**config.mk**
```make
export PLATFORM = sky130hd
export DESIGN_NAME = waveform_statistics_flat
export DESIGN_NICKNAME = d
export VERILOG_FILES = /design/src/sv/wfs_pkg.sv /design/src/sv/wfs_channels.sv /design/src/sv/waveform_statistics.sv /design/src/sv/wfs_front.sv /design/src/sv/wfs_queue.sv /design/src/sv/wfs_back.sv /design/src/flat_wrapper.sv
export SDC_FILE = /design/constraint.sdc
export NUM_CORES = 2
export LEC_CHECK = 0
export BUFFER_PORTS_ARGS = -buffer_cell sky130_fd_sc_hd__buf_2
export CAP_MARGIN = 20
export CORE_ASPECT_RATIO = 1.4
export CORE_MARGIN = 2
export CORE_UTILIZATION = 55
export CTS_BUF_LIST = sky130_fd_sc_hd__clkbuf_4 sky130_fd_sc_hd__clkbuf_8
export DETAILED_ROUTE_END_ITERATION = 8
export PLACE_DENSITY = 0.76
export RECOVER_POWER = 25
export SLEW_MARGIN = 25
export SYNTH_ARGS = -nofsm -noshare
export SYNTH_HDL_FRONTEND = slang
export SYNTH_SLANG_ARGS = --single-unit
```
**constraint.sdc**
```tcl
create_clock -name clk -period 35.9 [get_ports clk]
set_input_delay 10.77 -clock clk [delete_from_list [all_inputs] [get_ports clk]]
set_output_delay 10.77 -clock clk [all_outputs]
set_load 0.01 [all_outputs]
```
**src/sv/wfs_pkg.sv**
```systemverilog
// Package for the waveform statistics block: shared widths and the
// one-hot state type of the arithmetic sequencer. No dependencies.
package wfs_pkg;

	// Width of the wrapping arithmetic used for products, quotients and roots
	localparam int ARITH_W = 64;
	// Width of the reported first-occurrence positions
	localparam int POS_W = 16;

	// Sequencer states of the back end
	typedef enum logic [9:0] {
		S_IDLE   = 10'b00_0000_0001,
		S_MEAN   = 10'b00_0000_0010,
		S_RMSDIV = 10'b00_0000_0100,
		S_RMSSQ  = 10'b00_0000_1000,
		S_NN     = 10'b00_0001_0000,
		S_NS     = 10'b00_0010_0000,
		S_MM     = 10'b00_0100_0000,
		S_ACDIV  = 10'b00_1000_0000,
		S_ACSQ   = 10'b01_0000_0000,
		S_DONE   = 10'b10_0000_0000
	} back_state_t;

endpackage

```
**src/sv/wfs_channels.sv**
```systemverilog
// Handshake channels of the waveform statistics block: sample input and
// record result. Depends on wfs_pkg.
interface wfs_sample_if #(
	parameter int SAMPLE_BITS = 16
);
	logic                          valid;
	logic                          ready;
	logic signed [SAMPLE_BITS-1:0] sample;
	logic                          last_sample;

	modport source (output valid, sample, last_sample, input ready);
	modport sink   (input valid, sample, last_sample, output ready);
endinterface

interface wfs_result_if #(
	parameter int SAMPLE_BITS   = 16,
	parameter int FRACTION_BITS = 8
);
	localparam int Q_W = SAMPLE_BITS + FRACTION_BITS;

	logic                              valid;
	logic                              ready;
	logic signed [SAMPLE_BITS-1:0]     min_value;
	logic signed [SAMPLE_BITS-1:0]     max_value;
	logic signed [SAMPLE_BITS:0]       mid_doubled;
	logic        [SAMPLE_BITS-1:0]     span;
	logic signed [Q_W-1:0]             mean_q8;
	logic        [Q_W-1:0]             rms_q8;
	logic        [Q_W-1:0]             ac_rms_q8;
	logic        [wfs_pkg::POS_W-1:0]  min_position;
	logic        [wfs_pkg::POS_W-1:0]  max_position;

	modport source (output valid, min_value, max_value, mid_doubled, span, mean_q8,
		rms_q8, ac_rms_q8, min_position, max_position, input ready);
	modport sink   (input valid, min_value, max_value, mid_doubled, span, mean_q8,
		rms_q8, ac_rms_q8, min_position, max_position, output ready);
endinterface

```
**src/sv/waveform_statistics.sv**
```systemverilog
// Top level of the waveform statistics block: front end, record queue and
// arithmetic back end. Depends on wfs_pkg, wfs_channels, wfs_front, wfs_queue, wfs_back.
//
//  channel   dir  payload                                       handshake
//  samples   in   sample, last_sample                           valid/ready
//  results   out  min/max, mid_doubled, span, mean/rms/ac_rms,  valid/ready
//                 min/max positions
//
// Samples are taken one per cycle; the front end stalls only while two
// finished records wait in the queue. Each record then takes three divisions,
// two square roots and three shift-add multiplies in the back end.
// A result stalled on the output holds the back end until the register frees.
// Reset clears the accumulators, queue and sequencer at once.
module waveform_statistics #(
	parameter int SAMPLE_BITS   = 16,
	parameter int MAX_SAMPLES   = 65536,
	parameter int FRACTION_BITS = 8
) (
	input logic          clk,
	input logic          arst_n,
	wfs_sample_if.sink   samples,
	wfs_result_if.source results
);
	localparam int CNT_W  = $clog2(MAX_SAMPLES + 1);
	localparam int SUM_W  = SAMPLE_BITS + CNT_W;
	localparam int SQ_RAW = 2 * SAMPLE_BITS + CNT_W - 2;
	localparam int SQ_W   = (SQ_RAW > wfs_pkg::ARITH_W) ? wfs_pkg::ARITH_W : SQ_RAW;
	localparam int SNAP_W = 2 * SAMPLE_BITS + 2 * wfs_pkg::POS_W + SUM_W + SQ_W + CNT_W;

	logic              push, full, pop, avail;
	logic [SNAP_W-1:0] push_data, pop_data;

	wfs_front #(
		.SAMPLE_BITS(SAMPLE_BITS), .CNT_W(CNT_W), .SUM_W(SUM_W), .SQ_W(SQ_W),
		.MAX_SAMPLES(MAX_SAMPLES), .SNAP_W(SNAP_W)
	) u_front (
		.clk, .arst_n, .samples, .push, .push_data, .full
	);

	wfs_queue #(.W(SNAP_W)) u_queue (
		.clk, .arst_n, .push, .push_data, .full, .pop, .avail, .pop_data
	);

	wfs_back #(
		.SAMPLE_BITS(SAMPLE_BITS), .FRACTION_BITS(FRACTION_BITS), .CNT_W(CNT_W),
		.SUM_W(SUM_W), .SQ_W(SQ_W), .SNAP_W(SNAP_W)
	) u_back (
		.clk, .arst_n, .avail, .pop_data, .pop, .results
	);

endmodule

```
**src/sv/wfs_front.sv**
```systemverilog
// Front end: accepts samples, keeps count, extremes, sum and sum of squares,
// and pushes a record snapshot on the last sample. Depends on wfs_pkg.
module wfs_front #(
	parameter int SAMPLE_BITS = 16,
	parameter int CNT_W       = 17,
	parameter int SUM_W       = 33,
	parameter int SQ_W        = 47,
	parameter int MAX_SAMPLES = 65536,
	parameter int SNAP_W      = 10
) (
	input  logic              clk,
	input  logic              arst_n,
	wfs_sample_if.sink        samples,
	output logic              push,
	output logic [SNAP_W-1:0] push_data,
	input  logic              full
);
	localparam int PW = wfs_pkg::POS_W;

	typedef struct packed {
		logic signed [SAMPLE_BITS-1:0] low;
		logic signed [SAMPLE_BITS-1:0] high;
		logic [PW-1:0]                 low_idx;
		logic [PW-1:0]                 high_idx;
		logic signed [SUM_W-1:0]       sum;
		logic [SQ_W-1:0]               sumsq;
		logic [CNT_W-1:0]              cnt;
	} snap_t;

	logic [CNT_W-1:0]              cnt_q, cnt_n;
	logic signed [SAMPLE_BITS-1:0] low_q, low_n, high_q, high_n;
	logic [PW-1:0]                 lidx_q, lidx_n, hidx_q, hidx_n;
	logic signed [SUM_W-1:0]       sum_q, sum_n;
	logic [SQ_W-1:0]               sumsq_q, sumsq_n;
	logic signed [2*SAMPLE_BITS-1:0] sq;
	logic                          take, room;
	snap_t                         snap;

	assign samples.ready = !full;
	assign take = samples.valid && samples.ready;
	assign room = cnt_q < CNT_W'(MAX_SAMPLES);
	assign sq   = samples.sample * samples.sample;

	// Next accumulator values; samples past the record limit are dropped
	always_comb begin
		cnt_n   = cnt_q;
		low_n   = low_q;
		high_n  = high_q;
		lidx_n  = lidx_q;
		hidx_n  = hidx_q;
		sum_n   = sum_q;
		sumsq_n = sumsq_q;
		if (room) begin
			if (cnt_q == '0 || samples.sample < low_q) begin
				low_n  = samples.sample;
				lidx_n = PW'(cnt_q);
			end
			if (cnt_q == '0 || samples.sample > high_q) begin
				high_n = samples.sample;
				hidx_n = PW'(cnt_q);
			end
			sum_n   = sum_q + SUM_W'(samples.sample);
			sumsq_n = sumsq_q + SQ_W'($unsigned(sq));
			cnt_n   = cnt_q + 1'b1;
		end
	end

	always_comb begin
		snap.low      = low_n;
		snap.high     = high_n;
		snap.low_idx  = lidx_n;
		snap.high_idx = hidx_n;
		snap.sum      = sum_n;
		snap.sumsq    = sumsq_n;
		snap.cnt      = cnt_n;
	end

	assign push      = take && samples.last_sample;
	assign push_data = snap;

	// Accumulators, cleared at the end of each record
	always_ff @(posedge clk or negedge arst_n) begin
		if (!arst_n) begin
			cnt_q   <= '0;
			low_q   <= '0;
			high_q  <= '0;
			lidx_q  <= '0;
			hidx_q  <= '0;
			sum_q   <= '0;
			sumsq_q <= '0;
		end else if (take) begin
			if (samples.last_sample) begin
				cnt_q   <= '0;
				low_q   <= '0;
				high_q  <= '0;
				lidx_q  <= '0;
				hidx_q  <= '0;
				sum_q   <= '0;
				sumsq_q <= '0;
			end else begin
				cnt_q   <= cnt_n;
				low_q   <= low_n;
				high_q  <= high_n;
				lidx_q  <= lidx_n;
				hidx_q  <= hidx_n;
				sum_q   <= sum_n;
				sumsq_q <= sumsq_n;
			end
		end
	end

endmodule

```
**src/sv/wfs_queue.sv**
```systemverilog
// Two-entry record queue between front and back end. No dependencies.
module wfs_queue #(
	parameter int W = 8
) (
	input  logic         clk,
	input  logic         arst_n,
	input  logic         push,
	input  logic [W-1:0] push_data,
	output logic         full,
	input  logic         pop,
	output logic         avail,
	output logic [W-1:0] pop_data
);
	logic [W-1:0] mem_q [2];
	logic         wr_q, rd_q;
	logic [1:0]   fill_q;

	assign full     = fill_q == 2'd2;
	assign avail    = fill_q != 2'd0;
	assign pop_data = mem_q[rd_q];

	// Entry storage
	always_ff @(posedge clk) begin
		if (push) begin
			mem_q[wr_q] <= push_data;
		end
	end

	// Pointers and fill level
	always_ff @(posedge clk or negedge arst_n) begin
		if (!arst_n) begin
			wr_q   <= 1'b0;
			rd_q   <= 1'b0;
			fill_q <= 2'd0;
		end else begin
			if (push) wr_q <= !wr_q;
			if (pop)  rd_q <= !rd_q;
			if (push && !pop)      fill_q <= fill_q + 2'd1;
			else if (pop && !push) fill_q <= fill_q - 2'd1;
		end
	end

endmodule

```
**src/sv/wfs_back.sv**
```systemverilog
// Back end: per record, a shared bit-serial divider, multiplier and square
// root work out mean, RMS and AC RMS into a result register. Depends on wfs_pkg.
module wfs_back #(
	parameter int SAMPLE_BITS   = 16,
	parameter int FRACTION_BITS = 8,
	parameter int CNT_W         = 17,
	parameter int SUM_W         = 33,
	parameter int SQ_W          = 47,
	parameter int SNAP_W        = 10
) (
	input  logic              clk,
	input  logic              arst_n,
	input  logic              avail,
	input  logic [SNAP_W-1:0] pop_data,
	output logic              pop,
	wfs_result_if.source      results
);
	localparam int AW     = wfs_pkg::ARITH_W;
	localparam int PW     = wfs_pkg::POS_W;
	localparam int Q_W    = SAMPLE_BITS + FRACTION_BITS;
	localparam int DIVN_W = AW + 2 * FRACTION_BITS;
	localparam int STEP_W = $clog2(DIVN_W);

	typedef struct packed {
		logic signed [SAMPLE_BITS-1:0] low;
		logic signed [SAMPLE_BITS-1:0] high;
		logic [PW-1:0]                 low_idx;
		logic [PW-1:0]                 high_idx;
		logic signed [SUM_W-1:0]       sum;
		logic [SQ_W-1:0]               sumsq;
		logic [CNT_W-1:0]              cnt;
	} snap_t;

	wfs_pkg::back_state_t state_q;
	snap_t        snap_q, in_snap;
	logic [AW-1:0] mag_q, mean_q, rms_q, n2_q, nsq_q, in_mag;
	logic          neg_q;
	logic [DIVN_W-1:0] dvd_q, dvd_n;
	logic [AW:0]   rem_q, rem_sh, rem_n;
	logic [AW-1:0] den_q;
	logic [AW-1:0] ma_q, mb_q, prod_q;
	logic [AW-1:0] sx_q, sres_q, sbit_q, sx_n, sres_n;
	logic [AW:0]   strial;
	logic [STEP_W-1:0] step_q;
	logic          div_last, sq_last, mul_done, out_free;
	logic [AW-1:0] quot, ac_diff;

	assign in_snap = snap_t'(pop_data);
	assign in_mag  = in_snap.sum[SUM_W-1] ? AW'(-in_snap.sum) : AW'(in_snap.sum);
	assign pop     = (state_q == wfs_pkg::S_IDLE) && avail;

	// Restoring divider step
	always_comb begin
		rem_sh = {rem_q[AW-1:0], dvd_q[DIVN_W-1]};
		if (rem_sh >= {1'b0, den_q}) begin
			rem_n = rem_sh - {1'b0, den_q};
			dvd_n = {dvd_q[DIVN_W-2:0], 1'b1};
		end else begin
			rem_n = rem_sh;
			dvd_n = {dvd_q[DIVN_W-2:0], 1'b0};
		end
	end
	assign quot     = dvd_n[AW-1:0];
	assign div_last = step_q == STEP_W'(DIVN_W - 1);

	// Digit-by-digit square root step
	always_comb begin
		strial = {1'b0, sres_q} + {1'b0, sbit_q};
		if ({1'b0, sx_q} >= strial) begin
			sx_n   = sx_q - strial[AW-1:0];
			sres_n = (sres_q >> 1) + sbit_q;
		end else begin
			sx_n   = sx_q;
			sres_n = sres_q >> 1;
		end
	end
	assign sq_last = step_q == STEP_W'(AW / 2 - 1);

	assign mul_done = mb_q == '0;
	assign ac_diff  = nsq_q - prod_q;
	assign out_free = !results.valid || results.ready;

	// Sequencer with shared arithmetic units
	always_ff @(posedge clk or negedge arst_n) begin
		if (!arst_n) begin
			state_q <= wfs_pkg::S_IDLE;
			step_q  <= '0;
		end else begin
			case (state_q)
				wfs_pkg::S_IDLE: begin
					if (avail) begin
						step_q  <= '0;
						state_q <= wfs_pkg::S_MEAN;
					end
				end
				wfs_pkg::S_MEAN, wfs_pkg::S_RMSDIV, wfs_pkg::S_ACDIV: begin
					step_q <= div_last ? '0 : step_q + 1'b1;
					if (div_last) begin
						state_q <= (state_q == wfs_pkg::S_MEAN) ? wfs_pkg::S_RMSDIV
							: (state_q == wfs_pkg::S_RMSDIV) ? wfs_pkg::S_RMSSQ
							: wfs_pkg::S_ACSQ;
					end
				end
				wfs_pkg::S_RMSSQ, wfs_pkg::S_ACSQ: begin
					step_q <= sq_last ? '0 : step_q + 1'b1;
					if (sq_last) begin
						state_q <= (state_q == wfs_pkg::S_RMSSQ) ? wfs_pkg::S_NN
							: wfs_pkg::S_DONE;
					end
				end
				wfs_pkg::S_NN: if (mul_done) state_q <= wfs_pkg::S_NS;
				wfs_pkg::S_NS: if (mul_done) state_q <= wfs_pkg::S_MM;
				wfs_pkg::S_MM: begin
					if (mul_done) begin
						step_q  <= '0;
						state_q <= wfs_pkg::S_ACDIV;
					end
				end
				wfs_pkg::S_DONE: if (out_free) state_q <= wfs_pkg::S_IDLE;
				default: state_q <= wfs_pkg::S_IDLE;
			endcase
		end
	end

	// Operand and intermediate registers
	always_ff @(posedge clk) begin
		case (state_q)
			wfs_pkg::S_IDLE: begin
				snap_q <= in_snap;
				mag_q  <= in_mag;
				neg_q  <= in_snap.sum[SUM_W-1];
				dvd_q  <= DIVN_W'(in_mag) << FRACTION_BITS;
				rem_q  <= '0;
				den_q  <= AW'(in_snap.cnt);
			end
			wfs_pkg::S_MEAN: begin
				dvd_q <= dvd_n;
				rem_q <= rem_n;
				if (div_last) begin
					mean_q <= quot;
					dvd_q  <= DIVN_W'(snap_q.sumsq) << (2 * FRACTION_BITS);
					rem_q  <= '0;
				end
			end
			wfs_pkg::S_RMSDIV, wfs_pkg::S_ACDIV: begin
				dvd_q <= dvd_n;
				rem_q <= rem_n;
				if (div_last) begin
					sx_q   <= quot;
					sres_q <= '0;
					sbit_q <= AW'(1) << (AW - 2);
				end
			end
			wfs_pkg::S_RMSSQ, wfs_pkg::S_ACSQ: begin
				sx_q   <= sx_n;
				sres_q <= sres_n;
				sbit_q <= sbit_q >> 2;
				if (sq_last && state_q == wfs_pkg::S_RMSSQ) begin
					rms_q  <= sres_n;
					ma_q   <= AW'(snap_q.cnt);
					mb_q   <= AW'(snap_q.cnt);
					prod_q <= '0;
				end
			end
			wfs_pkg::S_NN, wfs_pkg::S_NS, wfs_pkg::S_MM: begin
				if (mul_done) begin
					prod_q <= '0;
					if (state_q == wfs_pkg::S_NN) begin
						n2_q <= prod_q;
						ma_q <= AW'(snap_q.cnt);
						mb_q <= AW'(snap_q.sumsq);
					end else if (state_q == wfs_pkg::S_NS) begin
						nsq_q <= prod_q;
						ma_q  <= mag_q;
						mb_q  <= mag_q;
					end else begin
						dvd_q <= DIVN_W'(ac_diff) << (2 * FRACTION_BITS);
						rem_q <= '0;
						den_q <= n2_q;
					end
				end else begin
					if (mb_q[0]) prod_q <= prod_q + ma_q;
					ma_q <= ma_q << 1;
					mb_q <= mb_q >> 1;
				end
			end
			default: begin
			end
		endcase
	end

	// Result register
	always_ff @(posedge clk or negedge arst_n) begin
		if (!arst_n) begin
			results.valid <= 1'b0;
		end else if (state_q == wfs_pkg::S_DONE && out_free) begin
			results.valid <= 1'b1;
		end else if (results.ready) begin
			results.valid <= 1'b0;
		end
	end

	always_ff @(posedge clk) begin
		if (state_q == wfs_pkg::S_DONE && out_free) begin
			results.min_value    <= snap_q.low;
			results.max_value    <= snap_q.high;
			results.mid_doubled  <= (SAMPLE_BITS+1)'(snap_q.high) + (SAMPLE_BITS+1)'(snap_q.low);
			results.span         <= SAMPLE_BITS'(snap_q.high - snap_q.low);
			results.mean_q8      <= neg_q ? Q_W'(-mean_q) : Q_W'(mean_q);
			results.rms_q8       <= rms_q[Q_W-1:0];
			results.ac_rms_q8    <= sres_q[Q_W-1:0];
			results.min_position <= snap_q.low_idx;
			results.max_position <= snap_q.high_idx;
		end
	end

endmodule

```
**src/flat_wrapper.sv**
```systemverilog
// flat-port wrapper written by rule: the top's interface ports become plain ports
module waveform_statistics_flat 
#(
	parameter int SAMPLE_BITS   = 16,
	parameter int MAX_SAMPLES   = 65536,
	parameter int FRACTION_BITS = 8
)
  (clk, arst_n, samples_valid, samples_sample, samples_last_sample, samples_ready, results_valid, results_min_value, results_max_value, results_mid_doubled, results_span, results_mean_q8, results_rms_q8, results_ac_rms_q8, results_min_position, results_max_position, results_ready);
  wfs_sample_if #(.SAMPLE_BITS(SAMPLE_BITS)) samples_i ();
  wfs_result_if #(.SAMPLE_BITS(SAMPLE_BITS), .FRACTION_BITS(FRACTION_BITS)) results_i ();
  input logic clk;
  input logic arst_n;
  input wire logic [$bits(samples_i.valid)-1:0] samples_valid;
  input wire logic [$bits(samples_i.sample)-1:0] samples_sample;
  input wire logic [$bits(samples_i.last_sample)-1:0] samples_last_sample;
  output wire logic [$bits(samples_i.ready)-1:0] samples_ready;
  output wire logic [$bits(results_i.valid)-1:0] results_valid;
  output wire logic [$bits(results_i.min_value)-1:0] results_min_value;
  output wire logic [$bits(results_i.max_value)-1:0] results_max_value;
  output wire logic [$bits(results_i.mid_doubled)-1:0] results_mid_doubled;
  output wire logic [$bits(results_i.span)-1:0] results_span;
  output wire logic [$bits(results_i.mean_q8)-1:0] results_mean_q8;
  output wire logic [$bits(results_i.rms_q8)-1:0] results_rms_q8;
  output wire logic [$bits(results_i.ac_rms_q8)-1:0] results_ac_rms_q8;
  output wire logic [$bits(results_i.min_position)-1:0] results_min_position;
  output wire logic [$bits(results_i.max_position)-1:0] results_max_position;
  input wire logic [$bits(results_i.ready)-1:0] results_ready;
  assign samples_i.valid = samples_valid;
  assign samples_i.sample = samples_sample;
  assign samples_i.last_sample = samples_last_sample;
  assign samples_ready = samples_i.ready;
  assign results_valid = results_i.valid;
  assign results_min_value = results_i.min_value;
  assign results_max_value = results_i.max_value;
  assign results_mid_doubled = results_i.mid_doubled;
  assign results_span = results_i.span;
  assign results_mean_q8 = results_i.mean_q8;
  assign results_rms_q8 = results_i.rms_q8;
  assign results_ac_rms_q8 = results_i.ac_rms_q8;
  assign results_min_position = results_i.min_position;
  assign results_max_position = results_i.max_position;
  assign results_i.ready = results_ready;
  waveform_statistics #(.SAMPLE_BITS(SAMPLE_BITS), .MAX_SAMPLES(MAX_SAMPLES), .FRACTION_BITS(FRACTION_BITS)) u_core (.clk(clk), .arst_n(arst_n), .samples(samples_i), .results(results_i));
endmodule
```
==> flow_metrics.py <==
metrics = {
    "yosys": {
        "synth_area_leaders": "edfxtp_1, ha_1, fa_1",
        "synth_edf_count": 1419,
        "synth_ff_type": "edfxtp_1",
        "synth_xor_xnor_area_share_pct": 5.09,
        "synth.largest_area_cell": "edfxtp_1",
        "synth_top_family_by_area": "compound AO/OA/AOI/OAI gates",
        "ys_warn_count": 0,
        "synth-simple-area-share_pct": 11.0,
        "syn-cell-area_um2": 94300,
        "synth_mux_area_share_pct": 2.83,
        "synth_cells": 8485,
        "ys_types": 94,
        "yosysTopAreaCellShare_pct": 45.2,
        "syn_area_per_cell_um2": 11.1,
        "synth_fa_ha_area_share_pct": 12.4,
        "yosysSeqAreaShare_pct": 50.1,
        "synth_seq_cells": 1602,
        "synthArstFlopShare_pct": 11.4,
        "synth_compound_area_share_pct": 14.6,
    },
    "final_layout": {
        "regArea_um2": 47200,
        "fin_util_pct": 60.3,
        "multi_input_area_um2": 43500,
        "final_layout_size_suffix_gt1_share_pct": 9.85,
        "largest_reg_flops": 322,
        "top_register": "u_core.u_queue.mem_q",
        "reg_top3": "u_core.u_queue.mem_q (322), u_core.u_back.snap_q (128), u_core.u_back.dvd_q (80)",
        "final.fill_count": 13700,
        "final_common_cell": "edfxtp_1",
        "syn2layout_area_growth_pct": 8.93,
        "mostFrequentLayoutCells": "edfxtp_1, nand2_1, inv_1",
        "finalNetCount": 9453,
        "final_cell_area_um2": 103000,
    },
    "drt": {
        "route.vias.total": 67400,
        "routed_wl_mm": 249,
        "viasPerCell": 6.05,
        "ant_nets": 0,
        "drc": 0,
        "wire_per_inst_um": 22.4,
        "firstDrtPassIters": 7,
        "drt-initial-drc-count": 5514,
    },
    "clock_network": {
        "htreeDepth": 4,
        "clkTransAtPathRegs_ns": 0.06,
        "cts_buffer_depth": 3,
        "cts_sinks": 1602,
        "cts_root_buf": "clkbuf_8",
        "tritoncts": "done",
        "clk_latency_ns": 1.06,
        "cts_resized": 0,
        "holdBufCountCts": 0,
        "cts_buffers": 239,
        "post-cts-setup-buffer-count": 0,
    },
    "critical_path": {
        "start_kind": "input pin",
        "path_class": "in -> reg",
        "critPathRequiredTime_ns": 36.82,
        "crit_path_max_incr_delay_ns": 0.71,
        "cp-end-kind": "register",
        "crit_fanout": 40,
        "cp_common_cell": "fa_1",
        "cp_slowest_cell": "clkinv_1",
        "cp.arrival_ns": 20.19,
    },
    "pwr": {
        "seqPwrFrac_pct": 30.2,
        "irDropWorstVdd_mv": 0.196,
        "switching_share_pct": 43.6,
        "powerDensity_nw_per_um2": 104,
        "internal-power_w": 0.00599,
        "power.switching_w": 0.00464,
        "pwr-share-clk_pct": 15.2,
        "p_leak_nw": 41.7,
        "pwr-share-comb_pct": 54.5,
    },
    "global_route": {
        "grt_pass1_vias": 67900,
        "grt_max_degree": 145,
        "grt_pass1_wl_mm": 384,
        "antenna_found_initial": 9,
        "grtUsageTotal_pct": 28.2,
        "grt.overflow.total": 0,
    },
    "timing": {
        "timing.fmax_mhz": 51.9,
        "period_share_pct": 53.7,
        "rsz0062_at_grt": "no",
        "tightest_slew_ns": 4.33,
        "setup_tns_ns": 0,
        "post-route-min-period_ns": 19.28,
        "finalMaxSlewViolations": 838,
        "setup_viol": 0,
        "hold_viol": 0,
        "finalClockSkew_ns": 0.0846,
        "relSlewSlack_pct": -189,
    },
    "place": {
        "routabilityCongestion": 0.998,
        "place_area_um2": 97500,
        "hpwlAfterDp_mm": 180,
        "port_buffers": 191,
    },
    "outcome": {
        "outcome": "finished, violations left",
        "violations": "max-capacitance violations, max-slew violations",
    },
    "die": {
        "die_y_um": 494,
        "io_pins": 192,
        "num_rows": 179,
        "start_util_pct": 55.4,
        "core-area_um2": 170000,
        "die_w_um": 354,
        "die_area_um2": 175000,
    },
    "worst_hold_path": {
        "hp-class": "reg -> reg",
    },
    "run": {
        "cap_violations": 16,
    },
}
[power groups by stage]
stage	Clock, W	Combinational [W]	Sequential [W]
detailed placement	0	0.00571	0.00323
global route	0.00172	0.00645	0.00323
finish	0.00162	0.00580	0.00321
floorplan	0	0.00438	0.00312
global placement	0	0.00550	0.00322
CTS	0.00164	0.00573	0.00320
[path summary, 6_finish.rpt]
kind / startpoint / to / slack [ns] / cells past startpoint
setup / recovery: samples_sample[15] / u_core.u_front.sumsq_q[45] / 16.62 / 35
hold / removal: u_core.u_back.rms_q[21] / u_core.u_back.results.rms_q8[21] / 0.40 / 0
setup reg to reg: u_core.u_back.sbit_q[0] / u_core.u_back.sres_q[33] / 28.01 / 28
hold reg to reg: u_core.u_back.rms_q[21] / u_core.u_back.results.rms_q8[21] / 0.40 / 0
max in group asynchronous: arst_n / u_core.u_front.sum_q[25] / 24.75 / 2
min in group asynchronous: arst_n / u_core.u_front.low_q[5] / 9.69 / 1
[per-stage QoR]
stage / cells / total power [W] / hold slack (ns) / worst slack, ns
finish: 11100 / 0.0106 / 0.403 / 16.62
detailed placement: 10700 / 0.00894 / 0.405 / 15.66
global route: 11100 / 0.0114 / 0.412 / 16.05
CTS: 11100 / 0.0106 / 0.400 / 16.76
global placement: 10700 / 0.00872 / 0.401 / 15.77
floorplan: 8515 / 0.00749 / 0.400 / 16.25
[cells in the mapped netlist, types with 100 or more instances]
cell type  instances
xnor2_1          308
edfxtp_1        1419
a31oi_1          103
nand3_1          113
fa_1             246
inv_1            641
nand4_1          100
dfrtp_1          182
nand2_1          802
a21o_1           248
nor3_1           109
a22o_1           141
xor2_1           240
ha_1             539
and2_1           164
clkbuf_1         301
mux2_2           198
a21oi_1          542
nor2_1           512
o21ai_0          469
[critical path: cells and delay by family]
kind                     cells  cell delay [ns]
XOR/XNOR                     1             0.10
buffers and inverters        7             1.43
AND/OR/NAND/NOR              7             1.36
AO/OA/AOI/OAI               12             2.92
adder cells (fa/ha/maj)      8             3.59
[routing by layer]
metal	up-vias	part of all wire, %	GRT usage [%]
met4	6	7.3	18.4
met5	-	0.015	0
met3	674	6.0	4.18
li1	31200	-	-
met2	2500	49	47.9
met1	33000	38	33.3
[final cells by class]
type / count / share of cell area [%]
clock inverter: 144 / 1.34
multi-input combinational: 5905 / 42.4
sequential: 1602 / 45.9
tap: 2262 / 2.76
clock buffer: 310 / 3.78
inverter: 645 / 2.36
antenna: 7 / 0.0171
timing repair buffer: 254 / 1.42
[kinds of logic (layout without fill, tap and decap cells)]
kind of cell | Yosys count | in the layout
and+or+nand+nor | 2195 | 2195
AOI/OAI and AO/OA | 2104 | 2104
muxes | 242 | 242
adders and majority gates | 785 | 785
DFF | 1602 | 1602
xor gates and xnor gates | 548 | 548
buffers and inverters | 1008 | 1353
other | 1 | 38
Note: power is estimated with default switching activity, not from simulation.
